<file path="src/hdl/altp_pkg.sv">
// altp_pkg: types and constants shared by the altitude text parser modules
// no dependencies; compiled first
`default_nettype none

package altp_pkg;

    localparam int AMOUNT_W = 20;
    // longest keyword ("UNLIMITED")
    localparam int KW_MAX   = 9;
    localparam int KW_W     = KW_MAX * 8;

    localparam logic [7:0] CH_SPACE   = 8'h20;
    localparam logic [7:0] CH_EQUAL   = 8'h3D;
    localparam logic [7:0] CH_ZERO    = 8'h30;
    localparam logic [7:0] CH_NINE    = 8'h39;
    localparam logic [7:0] CH_LOWER_A = 8'h61;
    localparam logic [7:0] CH_LOWER_Z = 8'h7A;
    localparam logic [7:0] CASE_MASK  = 8'hDF;

    typedef enum logic [1:0] {
        KIND_FL    = 2'd0,
        KIND_AMSL  = 2'd1,
        KIND_AGL   = 2'd2,
        KIND_UNLIM = 2'd3
    } t_kind;

    typedef struct packed {
        logic [7:0] ch;
        logic       last_char;
        logic       upper_limit;
    } t_in_item;

    typedef struct packed {
        logic                valid_res;
        t_kind               altitude_kind;
        logic                in_metres;
        logic [AMOUNT_W-1:0] amount;
        logic                is_upper;
    } t_out_item;

    typedef struct packed {
        logic unit_seen;
        logic type_seen;
        logic value_seen;
    } t_found;

    typedef struct packed {
        logic unlim;
        logic feet;
        logic amsl;
        logic fl;
    } t_mode;

    typedef struct packed {
        logic agl;
        logic agnd;
        logic asfc;
        logic gnd;
        logic sfc;
        logic msl;
        logic amsl;
        logic alt;
        logic fl;
        logic unlim;
        logic unlimited;
        logic unl;
        logic ft;
        logic f;
        logic m;
        logic mt;
    } t_kw_hits;

endpackage

`default_nettype wire

</file>
<file path="src/hdl/altp_in_if.sv">
// altp_in_if: valid/ready channel carrying one text character per beat
// depends on altp_pkg
`default_nettype none

interface altp_in_if;
    logic               valid;
    logic               ready;
    altp_pkg::t_in_item data;

    modport source (output valid, output data, input ready);
    modport sink (input valid, input data, output ready);
endinterface

`default_nettype wire

</file>
<file path="src/hdl/altp_out_if.sv">
// altp_out_if: valid/ready channel carrying one parse result per beat
// depends on altp_pkg
`default_nettype none

interface altp_out_if;
    logic                valid;
    logic                ready;
    altp_pkg::t_out_item data;

    modport source (output valid, output data, input ready);
    modport sink (input valid, input data, output ready);
endinterface

`default_nettype wire

</file>
<file path="src/hdl/altp_kw_match.sv">
// altp_kw_match: case-insensitive compare of the current word against all keywords
// depends on altp_pkg
`default_nettype none

module altp_kw_match #(
    parameter int LEN_W = 4
) (
    input  wire logic [altp_pkg::KW_W-1:0] i_word,
    input  wire logic [LEN_W-1:0]          i_len,
    output altp_pkg::t_kw_hits             o_hits
);
    import altp_pkg::*;

    logic [KW_W-1:0] folded;

    // keyword literals are right-justified; shift left-aligns the first letter
    function automatic logic hit(input logic [KW_W-1:0] w, input logic [LEN_W-1:0] len,
                                 input logic [KW_W-1:0] kw, input int n);
        logic            ok;
        logic [KW_W-1:0] kwl;
        ok  = (len == LEN_W'(n));
        kwl = kw << (8 * (KW_MAX - n));
        for (int k = 0; k < KW_MAX; k++) begin
            if (k < n && w[8*k +: 8] != kwl[8*(KW_MAX-1-k) +: 8]) begin
                ok = 1'b0;
            end
        end
        return ok;
    endfunction

    always_comb begin
        for (int k = 0; k < KW_MAX; k++) begin
            if (i_word[8*k +: 8] >= CH_LOWER_A && i_word[8*k +: 8] <= CH_LOWER_Z) begin
                folded[8*k +: 8] = i_word[8*k +: 8] & CASE_MASK;
            end else begin
                folded[8*k +: 8] = i_word[8*k +: 8];
            end
        end
    end

    assign o_hits.agl       = hit(folded, i_len, KW_W'("AGL"), 3);
    assign o_hits.agnd      = hit(folded, i_len, KW_W'("AGND"), 4);
    assign o_hits.asfc      = hit(folded, i_len, KW_W'("ASFC"), 4);
    assign o_hits.gnd       = hit(folded, i_len, KW_W'("GND"), 3);
    assign o_hits.sfc       = hit(folded, i_len, KW_W'("SFC"), 3);
    assign o_hits.msl       = hit(folded, i_len, KW_W'("MSL"), 3);
    assign o_hits.amsl      = hit(folded, i_len, KW_W'("AMSL"), 4);
    assign o_hits.alt       = hit(folded, i_len, KW_W'("ALT"), 3);
    assign o_hits.fl        = hit(folded, i_len, KW_W'("FL"), 2);
    assign o_hits.unlim     = hit(folded, i_len, KW_W'("UNLIM"), 5);
    assign o_hits.unlimited = hit(folded, i_len, KW_W'("UNLIMITED"), 9);
    assign o_hits.unl       = hit(folded, i_len, KW_W'("UNL"), 3);
    assign o_hits.ft        = hit(folded, i_len, KW_W'("FT"), 2);
    assign o_hits.f         = hit(folded, i_len, KW_W'("F"), 1);
    assign o_hits.m         = hit(folded, i_len, KW_W'("M"), 1);
    assign o_hits.mt        = hit(folded, i_len, KW_W'("MT"), 2);

endmodule

`default_nettype wire

</file>
<file path="src/hdl/altp_parse_core.sv">
// altp_parse_core: tokenizer and parse state, one character per step
// depends on altp_pkg and altp_kw_match
`default_nettype none

module altp_parse_core #(
    parameter int WORD_CHARS = 9,
    parameter int VALUE_BITS = 20
) (
    input  wire logic                i_clk,
    input  wire logic                i_rst_n,
    input  wire logic                i_step,
    input  wire altp_pkg::t_in_item  i_item,
    output altp_pkg::t_out_item      o_result
);
    import altp_pkg::*;

    localparam int LEN_W = $clog2(WORD_CHARS + 2);
    localparam logic [VALUE_BITS-1:0] VALUE_MAX = '1;

    logic                  r_start, n_start;
    logic                  r_num, n_num;
    logic [7:0]            r_word [WORD_CHARS];
    logic [7:0]            n_word [WORD_CHARS];
    logic [LEN_W-1:0]      r_len, n_len;
    logic [VALUE_BITS-1:0] r_acc, n_acc;
    logic [VALUE_BITS-1:0] r_value, n_value;
    t_found                r_found, n_found;
    t_mode                 r_mode, n_mode;
    logic                  r_fail, n_fail;
    logic                  r_done, n_done;

    logic                  is_dig, is_sep, last;
    logic [VALUE_BITS-1:0] acc_step, app_acc, tok_acc, open_acc;
    logic [7:0]            app_word [WORD_CHARS];
    logic [LEN_W-1:0]      app_len, tok_len;
    logic [KW_W-1:0]       tok_vec;
    t_kw_hits              hits;
    t_found                ev_found;
    t_mode                 ev_mode;
    logic [VALUE_BITS-1:0] ev_value;
    logic                  ev_fail;

    function automatic logic [VALUE_BITS-1:0] add_digit(input logic [VALUE_BITS-1:0] acc,
                                                         input logic [7:0] c);
        logic [VALUE_BITS+3:0] prod;
        prod = (VALUE_BITS+4)'({acc, 3'b000}) + (VALUE_BITS+4)'({acc, 1'b0})
             + (VALUE_BITS+4)'(c[3:0]);
        if (prod[VALUE_BITS+3:VALUE_BITS] != '0) begin
            return VALUE_MAX;
        end
        return prod[VALUE_BITS-1:0];
    endfunction

    assign last     = i_item.last_char;
    assign is_dig   = (i_item.ch >= CH_ZERO) && (i_item.ch <= CH_NINE);
    assign is_sep   = (i_item.ch == CH_SPACE) || (i_item.ch == CH_EQUAL);
    assign acc_step = add_digit(r_acc, i_item.ch);
    assign app_acc  = is_dig ? acc_step : r_acc;
    assign open_acc = is_dig ? VALUE_BITS'(i_item.ch[3:0]) : '0;
    assign app_len  = (r_len <= LEN_W'(WORD_CHARS)) ? r_len + LEN_W'(1) : r_len;

    always_comb begin
        for (int k = 0; k < WORD_CHARS; k++) begin
            app_word[k] = (r_len == LEN_W'(k)) ? i_item.ch : r_word[k];
        end
    end

    // on the last character the token is judged with that character appended
    assign tok_acc = last ? app_acc : r_acc;
    assign tok_len = (last && !r_num) ? app_len : r_len;

    always_comb begin
        for (int k = 0; k < KW_MAX; k++) begin
            tok_vec[8*k +: 8] = last ? app_word[k] : r_word[k];
        end
    end

    altp_kw_match #(
        .LEN_W (LEN_W)
    ) u_kw_match (
        .i_word (tok_vec),
        .i_len  (tok_len),
        .o_hits (hits)
    );

    // token evaluation
    always_comb begin
        ev_found = r_found;
        ev_mode  = r_mode;
        ev_value = r_value;
        ev_fail  = r_fail;
        if (r_num) begin
            if (r_found.value_seen) begin
                ev_fail = 1'b1;
            end else begin
                ev_value            = tok_acc;
                ev_found.value_seen = 1'b1;
            end
        end else if (!r_found.type_seen) begin
            if (r_found.value_seen) begin
                priority if (hits.agl || hits.agnd || hits.asfc || hits.gnd || hits.sfc) begin
                    ev_mode.amsl       = 1'b0;
                    ev_found.type_seen = 1'b1;
                end else if (hits.msl || hits.amsl || hits.alt) begin
                    ev_found.type_seen = 1'b1;
                end else if (!r_found.unit_seen && (hits.ft || hits.f)) begin
                    ev_found.unit_seen = 1'b1;
                end else if (!r_found.unit_seen && (hits.m || hits.mt)) begin
                    ev_mode.feet       = 1'b0;
                    ev_found.unit_seen = 1'b1;
                end else begin
                    ev_found = r_found;
                end
            end else begin
                priority if (hits.fl) begin
                    ev_mode.fl         = 1'b1;
                    ev_found.type_seen = 1'b1;
                end else if (hits.gnd || hits.sfc) begin
                    ev_mode.amsl = 1'b0;
                    ev_found     = '1;
                end else if (hits.msl || hits.amsl) begin
                    ev_found = '1;
                end else if (hits.unlim || hits.unlimited || hits.unl) begin
                    ev_mode.unlim = 1'b1;
                    ev_found      = '1;
                end else begin
                    ev_found = r_found;
                end
            end
        end
    end

    // next state for one character
    always_comb begin
        n_start = r_start;
        n_num   = r_num;
        n_word  = r_word;
        n_len   = r_len;
        n_acc   = r_acc;
        n_value = r_value;
        n_found = r_found;
        n_mode  = r_mode;
        n_fail  = r_fail;
        n_done  = r_done;
        if (!r_fail && !r_done) begin
            if (r_start || (is_dig == r_num && !is_sep && !last)) begin
                if (r_start) begin
                    n_start = 1'b0;
                    n_num   = is_dig;
                    n_acc   = open_acc;
                    n_len   = is_dig ? '0 : LEN_W'(1);
                    if (!is_dig) begin
                        n_word[0] = i_item.ch;
                    end
                end else if (r_num) begin
                    n_acc = app_acc;
                end else begin
                    n_word = app_word;
                    n_len  = app_len;
                end
            end else begin
                n_found = ev_found;
                n_mode  = ev_mode;
                n_value = ev_value;
                n_fail  = ev_fail;
                if (!ev_fail) begin
                    if (ev_found == '1) begin
                        n_done = 1'b1;
                    end else if (is_sep) begin
                        n_start = 1'b1;
                    end else begin
                        n_num = is_dig;
                        n_acc = open_acc;
                        n_len = is_dig ? '0 : LEN_W'(1);
                        if (!is_dig) begin
                            n_word[0] = i_item.ch;
                        end
                    end
                end
            end
        end
    end

    // result built from the state after this character
    always_comb begin
        o_result.valid_res     = n_found.value_seen && !n_fail;
        o_result.altitude_kind = KIND_FL;
        o_result.in_metres     = 1'b0;
        o_result.amount        = '0;
        o_result.is_upper      = i_item.upper_limit;
        if (o_result.valid_res) begin
            o_result.amount = AMOUNT_W'(n_value);
            priority if (n_mode.unlim) begin
                o_result.altitude_kind = KIND_UNLIM;
            end else if (n_mode.fl) begin
                o_result.altitude_kind = KIND_FL;
            end else begin
                o_result.altitude_kind = n_mode.amsl ? KIND_AMSL : KIND_AGL;
                o_result.in_metres     = !n_mode.feet;
            end
        end
    end

    always_ff @(posedge i_clk) begin
        if (!i_rst_n || (i_step && last)) begin
            r_start <= 1'b1;
            r_num   <= 1'b0;
            r_len   <= '0;
            r_acc   <= '0;
            r_value <= '0;
            r_found <= '0;
            r_mode  <= '{unlim: 1'b0, feet: 1'b1, amsl: 1'b1, fl: 1'b0};
            r_fail  <= 1'b0;
            r_done  <= 1'b0;
        end else if (i_step) begin
            r_start <= n_start;
            r_num   <= n_num;
            r_len   <= n_len;
            r_acc   <= n_acc;
            r_value <= n_value;
            r_found <= n_found;
            r_mode  <= n_mode;
            r_fail  <= n_fail;
            r_done  <= n_done;
        end
    end

    // word buffer is read only below the current length
    always_ff @(posedge i_clk) begin
        if (i_step) begin
            r_word <= n_word;
        end
    end

endmodule

`default_nettype wire

</file>
<file path="src/hdl/altitude_text_parser.sv">
// altitude_text_parser: one character per beat in, one result beat per text out.
// a character is held in register r_s1; its text's result is registered in r_out.
// throughput: one character per cycle; a last character waits while r_out holds a beat.
// reset: synchronous active-low i_rst_n clears all control and parse state; the
// character buffer is not reset. parse state also returns to reset after every last char.
// depends on altp_pkg, altp_in_if, altp_out_if, altp_parse_core
`default_nettype none

module altitude_text_parser #(
    parameter int WORD_CHARS = 9,
    parameter int VALUE_BITS = 20
) (
    input  wire logic  i_clk,
    input  wire logic  i_rst_n,
    altp_in_if.sink    i_in,
    altp_out_if.source o_out
);
    import altp_pkg::*;

    logic      r_s1_valid;
    t_in_item  r_s1;
    logic      r_out_valid;
    t_out_item r_out;
    logic      out_free, s1_fire, in_fire;
    t_out_item result;

    assign out_free  = !r_out_valid || o_out.ready;
    // a character that produces no result never waits for the output side
    assign s1_fire   = r_s1_valid && (!r_s1.last_char || out_free);
    assign i_in.ready = !r_s1_valid || s1_fire;
    assign in_fire   = i_in.valid && i_in.ready;

    assign o_out.valid = r_out_valid;
    assign o_out.data  = r_out;

    altp_parse_core #(
        .WORD_CHARS (WORD_CHARS),
        .VALUE_BITS (VALUE_BITS)
    ) u_core (
        .i_clk    (i_clk),
        .i_rst_n  (i_rst_n),
        .i_step   (s1_fire),
        .i_item   (r_s1),
        .o_result (result)
    );

    always_ff @(posedge i_clk) begin
        if (!i_rst_n) begin
            r_s1_valid  <= 1'b0;
            r_out_valid <= 1'b0;
        end else begin
            if (in_fire) begin
                r_s1_valid <= 1'b1;
            end else if (s1_fire) begin
                r_s1_valid <= 1'b0;
            end
            if (s1_fire && r_s1.last_char) begin
                r_out_valid <= 1'b1;
            end else if (o_out.ready) begin
                r_out_valid <= 1'b0;
            end
        end
    end

    always_ff @(posedge i_clk) begin
        if (in_fire) begin
            r_s1 <= i_in.data;
        end
        if (s1_fire && r_s1.last_char) begin
            r_out <= result;
        end
    end

    a_reset_clears: assert property (@(posedge i_clk)
        !i_rst_n |=> !r_s1_valid && !r_out_valid)
        else $error("pipeline valid set after reset");

    a_s1_holds: assert property (@(posedge i_clk) disable iff (!i_rst_n)
        r_s1_valid && !s1_fire |=> r_s1_valid && $stable(r_s1))
        else $error("input register overwritten before its step");

    a_invalid_zero: assert property (@(posedge i_clk) disable iff (!i_rst_n)
        r_out_valid && !r_out.valid_res |->
            r_out.altitude_kind == KIND_FL && !r_out.in_metres && r_out.amount == '0)
        else $error("invalid result carries nonzero fields");

    a_metres_kind: assert property (@(posedge i_clk) disable iff (!i_rst_n)
        r_out_valid && r_out.in_metres |->
            r_out.altitude_kind == KIND_AMSL || r_out.altitude_kind == KIND_AGL)
        else $error("metres flag on a kind without a unit");

    a_result_needs_room: assert property (@(posedge i_clk) disable iff (!i_rst_n)
        s1_fire && r_s1.last_char |-> out_free)
        else $error("result would overwrite a pending beat");

endmodule

`default_nettype wire
</file>
<file path="src/flat_wrapper.sv">
// flat-port wrapper written by rule: the top's interface ports become plain ports
module altitude_text_parser_flat import altp_pkg::*;
#(
    parameter int WORD_CHARS = 9,
    parameter int VALUE_BITS = 20
)
  (i_clk, i_rst_n, i_in_valid, i_in_data, i_in_ready, o_out_valid, o_out_data, o_out_ready);
  altp_in_if i_in_i ();
  altp_out_if o_out_i ();
  input  wire logic i_clk;
  input  wire logic i_rst_n;
  input wire logic [$bits(i_in_i.valid)-1:0] i_in_valid;
  input wire logic [$bits(i_in_i.data)-1:0] i_in_data;
  output wire logic [$bits(i_in_i.ready)-1:0] i_in_ready;
  output wire logic [$bits(o_out_i.valid)-1:0] o_out_valid;
  output wire logic [$bits(o_out_i.data)-1:0] o_out_data;
  input wire logic [$bits(o_out_i.ready)-1:0] o_out_ready;
  assign i_in_i.valid = i_in_valid;
  assign i_in_i.data = i_in_data;
  assign i_in_ready = i_in_i.ready;
  assign o_out_valid = o_out_i.valid;
  assign o_out_data = o_out_i.data;
  assign o_out_i.ready = o_out_ready;
  altitude_text_parser #(.WORD_CHARS(WORD_CHARS), .VALUE_BITS(VALUE_BITS)) u_core (.i_clk(i_clk), .i_rst_n(i_rst_n), .i_in(i_in_i), .o_out(o_out_i));
endmodule
</file>
<file path="config.mk">
export PLATFORM = sky130hd
export DESIGN_NAME = altitude_text_parser_flat
export DESIGN_NICKNAME = d
export VERILOG_FILES = /design/src/hdl/altp_pkg.sv /design/src/hdl/altp_in_if.sv /design/src/hdl/altp_out_if.sv /design/src/hdl/altp_kw_match.sv /design/src/hdl/altp_parse_core.sv /design/src/hdl/altitude_text_parser.sv /design/src/flat_wrapper.sv
export SDC_FILE = /design/constraint.sdc
export NUM_CORES = 1
export LEC_CHECK = 0
export BUFFER_PORTS_ARGS = -buffer_cell sky130_fd_sc_hd__buf_2
export CAP_MARGIN = 10
export CORE_ASPECT_RATIO = 0.5
export CORE_MARGIN = 5
export CORE_UTILIZATION = 45
export CTS_CLUSTER_SIZE = 40
export DETAILED_ROUTE_END_ITERATION = 6
export PLACE_DENSITY = 0.67
export SLEW_MARGIN = 0
export SYNTH_ARGS = -nofsm -noshare
export SYNTH_HDL_FRONTEND = slang
export SYNTH_HIERARCHICAL = 1
export SYNTH_SLANG_ARGS = --single-unit
export TNS_END_PERCENT = 1
</file>
<file path="constraint.sdc">
create_clock -name i_clk -period 7.48 [get_ports i_clk]
set_clock_uncertainty 0.1 [all_clocks]
set_input_delay 0 -clock i_clk [delete_from_list [all_inputs] [get_ports i_clk]]
set_output_delay 0 -clock i_clk [all_outputs]
set_load 0.03 [all_outputs]
</file>
# ---- Word level (Yosys, flattened, before mapping)
# Index checks and enable logic that the tools add are counted.
dict set report op_classes {
  add_sub_neg 3
  multipliers 0
  div 0
  magnitude_cmp 21
  n_eq_ne 53
  shift 0
  muxes 165
  bitwise 5
  reduce_logical 61
}
# op n
set op_table {}
lappend op_table {{$mux 20} 14}
lappend op_table {{$ne 8x7->1 const B} 29}
lappend op_table {{$mux 8} 24}
lappend op_table {{$mux 1} 95}
lappend op_table {{$ge 8x7->1 const B} 9}
lappend op_table {{$le 8x7->1 const B} 9}
lappend op_table {{$mux 72} 1}
lappend op_table {{$mux 6} 9}
lappend op_table {{$mux 4} 13}
lappend op_table {{$add 23x21->24} 1}
lappend op_table {{$add 24x4->24} 1}
lappend op_table {{$eq 4x3->1 const B} 6}
lappend op_table {{$logic_and 1x1->1} 20}
lappend op_table {{$reduce_and 6->1} 3}
lappend op_table {{$logic_or 1x1->1} 17}
lappend op_table {{$eq 4x2->1 const B} 4}
lappend op_table {{$eq 8x6->1 const B} 2}
lappend op_table {{$mux 3} 5}
lappend op_table {{$reduce_and 5->1} 3}
lappend op_table {{$logic_not 1->1} 11}
lappend op_table {{$eq 4x1->1 const B} 2}
lappend op_table {{$eq 4x4->1 const B} 2}
lappend op_table {{$ge 8x6->1 const B} 1}
lappend op_table {{$le 8x6->1 const B} 1}
lappend op_table {{14 further kinds} 26}
dict set report totals {
  register_bits 164
  latch_bits 0
  ramBits 0
  rom_bits 0
  word_cells 341
  memories 0
}

# ---- Depth between registers and ports, before layout
dict set report logic_depth {
  word_depth 30
  mapped_depth 22
  depth_no_buf 19
}

# ---- Modules after synthesis
# Netlist, hierarchy kept.
# mod instances cells_per_inst area_per_inst_um2
set by_module_without_submodules {}
lappend by_module_without_submodules {altp_parse_core 1 973 8433.1}
lappend by_module_without_submodules {altitude_text_parser 1 47 1168.6}
lappend by_module_without_submodules {altp_kw_match 1 94 670.6}

# ---- Worst setup path after synthesis
# No wires, ideal clock.
dict set report synth_path {
  path_kind {reg2reg}
  startpoint {register u_core/r_s1[5] (netlist name)}
  endpoint {register u_core.u_core.r_len[1]}
  setup_time_ns 0.076
  arrival_ns 4.589
  required_time_ns 7.304
  path_slack_ns 2.714
  path_stages_with_launch 11
  path_buffers 2
  cell_sequence {edfxtp_1 buf_2 and4_1 o211ai_1 and2_1 buf_2 and2b_1 nand2_1 nor2_1 a32oi_1 nor2_1}
}
dict set report synth_between {
  elab_chain_cells 27
}
# element line
set synth_lines {}
lappend synth_lines {{from (decl)} altitude_text_parser.sv:21} ;# t_in_item r_s1;
lappend synth_lines {{from (signal assigned)} altitude_text_parser.sv:67} ;# r_s1 <= i_in.data;
lappend synth_lines {{$mux 8} altp_parse_core.sv:64} ;# app_word[k] = (r_len == LEN_W'(k)) ? i_item.ch : r_word[k];
lappend synth_lines {{$mux 8} altp_parse_core.sv:74} ;# tok_vec[8*k +: 8] = last ? app_word[k] : r_word[k];
lappend synth_lines {{$ge 8x7->1 or $le 8x7->1 (tied branches)} altp_kw_match.sv:33} ;# if (i_word[8*k +: 8] >= CH_LOWER_A && i_word[8*k +: 8] <= CH_LOWER_Z) begin
lappend synth_lines {{$logic_and 1x1->1} altp_kw_match.sv:33}
lappend synth_lines {{$mux 6} altp_kw_match.sv:33}
lappend synth_lines {{$ne 8x7->1} altp_kw_match.sv:24} ;# if (k < n && w[8*k +: 8] != kwl[8*(KW_MAX-1-k) +: 8]) begin
lappend synth_lines {{$mux 1 (9 in series)} altp_kw_match.sv:24}
lappend synth_lines {{$logic_or 1x1->1 (2 in series)} altp_parse_core.sv:123} ;# end else if (hits.unlim || hits.unlimited || hits.unl) begin
lappend synth_lines {{(+2 left out)} -}
lappend synth_lines {{$mux 3} altp_parse_core.sv:118} ;# end else if (hits.gnd || hits.sfc) begin
lappend synth_lines {{$mux 1} altp_parse_core.sv:115} ;# priority if (hits.fl) begin
lappend synth_lines {{$mux 3} altp_parse_core.sv:100} ;# if (r_found.value_seen) begin
lappend synth_lines {{$mux 3} altp_parse_core.sv:99} ;# end else if (!r_found.type_seen) begin
lappend synth_lines {{$mux 1 or $mux 2 (tied branches)} altp_parse_core.sv:92} ;# if (r_num) begin
lappend synth_lines {{$eq 3x3->1} altp_parse_core.sv:167} ;# if (ev_found == '1) begin
lappend synth_lines {{$ne 2x2->1 (no line)} -}
lappend synth_lines {{$reduce_and 6->1 (no line)} -}
lappend synth_lines {{to (signal assigned)} altp_parse_core.sv:218} ;# r_len <= n_len;
lappend synth_lines {{to (decl)} altp_parse_core.sv:24} ;# logic [LEN_W-1:0] r_len, n_len;
# Several ways; a longest one is shown, not always the timed one.
# A chain may end at the register's enable or synchronous reset.

==> reports/summary.txt <==
========================================================================================================
Via count of the routed design                                                                      8349
Remaining Overflow, GRT                                                                                0
Hold path depth                                                                                        2
Worst vdd ir                                                                                  0.000133 V
Arrival time at the worst endpoint                                                               5.60 ns
Crit path max-delay cell type                                                               sky130_fd_sc_hd__a21oi_1
Weighted congestion reported at the end of routability-driven placement                            0.952
Maximum number of pins on one net before global-route repair                                          64
Die outline height                                                                                115 um
Number of buffers added by the clock tree synthesis step                                              17
Die boundary width                                                                                220 um
Kind of start point of the critical path                                                       flip-flop
Final #Nets                                                                                         1164
Clk Tree Root Cell                                                                          sky130_fd_sc_hd__clkbuf_16
Number of hold violations in the final report                                                          0
Initial cell density of the core                                                                   45.7%
Status                                                                                      finished clean
Mean area per synthesized cell                                                                  9.18 um2
End of the worst register-to-register path                                                  u_core/u_core/r_len[2]$_SDFFE_PP0P_
Via count of the first global-routing pass                                                          8121
TritonCTS clock tree                                                                                 yes
Startpoint of the lowest-slack register-to-register path                                    u_core/u_core/r_len[0]$_SDFFE_PP0P_
Tightest slew margin relative to the limit                                                         24.0%
Post-route DRC                                                                                         0
Area of the mapped netlist                                                                      9920 um2
Leakage power figure                                                                          0.00398 uW
Layout cells sized above 1                                                                         16.5%
Class of the most critical setup path                                                            reg2reg
Max stage delay on crit path                                                                     0.73 ns
CP Capture Type                                                                                flip-flop
DRT Pass-1 Iters                                                                                       7
H-Tree Depth                                                                                           4
Post-CTS clock slew at the launch and capture registers of the worst setup and hold paths        0.07 ns
CTS sink count                                                                                       157
Number of ports placed on the die boundary                                                            41
Number of buffers inserted by post-CTS setup repair                                                    0
Count of buffers from port buffering                                                                  40
Final-report setup violation count                                                                     0
Power density over the cells                                                                  175 nW/um2
Endpoint required time on the critical path                                                      7.69 ns
Number of resized instances in the post-cts repair step                                                0
End of the worst hold path                                                                  u_core/r_s1[6]$_DFFE_PP_
DRT iter0 DRCs                                                                                       697
Post-Layout Cell Count                                                                              1418
Routed wirelength normalized by instance count                                                   18.7 um
First-pass GRT wire length                                                                       43.1 mm
Max_cap viols                                                                                          0
Maximum frequency from static timing analysis                                                    185 MHz
Core Region                                                                                    21700 um2
Source-to-sink clock delay at the later pin of the worst-skew pair                               0.44 ns
Setup TNS                                                                                           0 ns
Total Wirelength                                                                                 26.5 mm
Antenna diodes                                                                                         0
Fin. max-slew vios                                                                                     0
Final worst path period need                                                                     5.39 ns
Setup repair after global routing missed its margin                                                   no
Num rows                                                                                              38
Actual slew at the worst max-slew pin                                                            1.13 ns
Area added between synthesis and finish                                                            11.4%
Die area                                                                                       25300 um2
Period utilization                                                                                 72.1%
Vias per cell                                                                                       5.89
HP Start                                                                                    i_in_data[6]
Class of the tightest hold or removal check                                                       in2reg
Buffer levels on the longest clock path                                                                2
Yosys Warn Count                                                                                       6
Synthesized net count                                                                               1139
Initial antenna violation count                                                                        0
Crit path cell chain                                                                        inv_1 > ha_1 > nand2_1 > nor2_1 > mux2_2 > and4bb_1 > nand3_1 > nor4_1 > and3_1 > nor3_1 > nand2_1 > a31oi_1 > o21ai_0 > a21oi_1 > a21boi_0 > buf_2 > nand2b_1 > a21oi_1
Number of cells on the worst reg-to-reg path                                                          18
Overall fraction of global-route tracks in use                                                     21.5%
Worst Path Max Fanout                                                                                 13
Detailed-placement wirelength estimate                                                           18.5 mm
Antenna viol nets, final                                                                               0
Inst Count DP                                                                                       1370
Reg-to-reg setup timing slack                                                                    2.09 ns
Cell count after synthesis                                                                          1080
========================================================================================================
==> cell type report <==
type	count	area, um2
Inverter	24	90.1
Tap cell	300	375
Clock inverter	8	82.6
Sequential cell	157	4140
Fill cell	1994	10600
Clock buffer	24	493
Timing Repair Buffer	65	423
Multi-Input combinational cell	840	5440
==> layout by cell type, fill, tap and decap left out, types with 7 or more instances in the layout <==
cell and count:
sky130_fd_sc_hd__nand2b_1 12, sky130_fd_sc_hd__o31ai_1 10, sky130_fd_sc_hd__edfxtp_1 100, sky130_fd_sc_hd__a31oi_1 7
sky130_fd_sc_hd__dfxtp_1 57, sky130_fd_sc_hd__xnor2_1 14, sky130_fd_sc_hd__nand2_1 101, sky130_fd_sc_hd__a21oi_1 48
sky130_fd_sc_hd__clkbuf_16 18, sky130_fd_sc_hd__nand4_1 12, sky130_fd_sc_hd__nor4_1 8, sky130_fd_sc_hd__dlygate4sd3_1 15
sky130_fd_sc_hd__inv_1 22, sky130_fd_sc_hd__nand3_1 23, sky130_fd_sc_hd__a21o_1 10, sky130_fd_sc_hd__and2_1 13
sky130_fd_sc_hd__o22ai_1 7, sky130_fd_sc_hd__mux2_2 71, sky130_fd_sc_hd__nor3_1 16, sky130_fd_sc_hd__buf_4 9
sky130_fd_sc_hd__ha_1 43, sky130_fd_sc_hd__o211ai_1 27, sky130_fd_sc_hd__nor2b_1 7, sky130_fd_sc_hd__o21ai_1 13
sky130_fd_sc_hd__nor2_1 200, sky130_fd_sc_hd__a211oi_1 13, sky130_fd_sc_hd__buf_2 41, sky130_fd_sc_hd__o21a_1 7
sky130_fd_sc_hd__o21ai_0 55
==> worst max-delay path by stage <==
stage	start	end	slack (ns)	cells past startpoint
2_1_floorplan	u_core/r_s1[5]$_DFFE_PP_	u_core/u_core/r_len[1]$_SDFFE_PP0P_	3.03	10
5_1_grt	u_core/u_core/r_len[3]$_SDFFE_PP0P_	u_core/u_core/r_len[2]$_SDFFE_PP0P_	1.64	18
3_3_place_gp	u_core/r_s1[1]$_DFFE_PP_	u_core/u_core/r_len[2]$_SDFFE_PP0P_	2.08	15
3_5_place_dp	u_core/u_core/r_len[0]$_SDFFE_PP0P_	u_core/u_core/r_len[2]$_SDFFE_PP0P_	1.77	17
4_1_cts	u_core/u_core/r_len[0]$_SDFFE_PP0P_	u_core/u_core/r_len[2]$_SDFFE_PP0P_	1.78	17
6_report	u_core/u_core/r_len[0]$_SDFFE_PP0P_	u_core/u_core/r_len[2]$_SDFFE_PP0P_	2.09	18
==> flip-flops by register name, indices dropped and copies added, names as in the netlist, 3 cells and up <==
name and count:
u_core/o_out.data 25, u_core/u_core/r_value 20, u_core/u_core/r_mode 4, u_core/u_core/r_found 3
u_core/r_s1 10, u_core/u_core/r_word 65, u_core/u_core/r_len 4, u_core/u_core/r_acc 20
==> report_power, final <==
part	total, uW	switching, uW	internal [uW]	leakage [uW]
Clock	857	360	497	0.000280
Combinational	126	80.5	45.5	0.00238
Sequential	947	18.4	928	0.00132
Total	1930	459	1470	0.00398
==> stage by stage <==
step / power (uW) / hold slack (ns) / setup WS [ns] / util (%) / cell area [um2]
after floorplan: 1040 / -0.00113 / 3.03 / - / 9920
after global placement: 1080 / 0.0786 / 2.08 / 47.6 / 10300
after detailed placement: 1080 / 0.0786 / 1.77 / 47.6 / 10300
after CTS: 1940 / 0.155 / 1.78 / 50.9 / 11000
after global routing: 2000 / 0.172 / 1.64 / 51.0 / 11100
final: 1930 / 0.170 / 2.09 / 51.0 / 11100
==> critical path, delay by kind of cell (launching register included) <==
kind / cells / cell delay (ns)
AND/OR/NAND/NOR: 9 / 1.97
AO/OA/AOI/OAI: 5 / 1.66
flip-flops: 1 / 0.37
adder cells (fa/ha/maj): 1 / 0.27
buffers and inverters: 2 / 0.43
multiplexers: 1 / 0.45
==> what timing repair did <==
action,in CTS,in global routing
endpoints found under the hold margin,17,0
hold buffers,15,0
setup endpoints to repair,0,0
==> layer usage <==
layer / global-route usage, % / wire, um
met5: 0 / 0
met4: 5.98 / 524
met3: 4.58 / 1250
met2: 36.9 / 12700
met1: 27.8 / 12000
No activity file was read; power rests on OpenSTA's default activity.
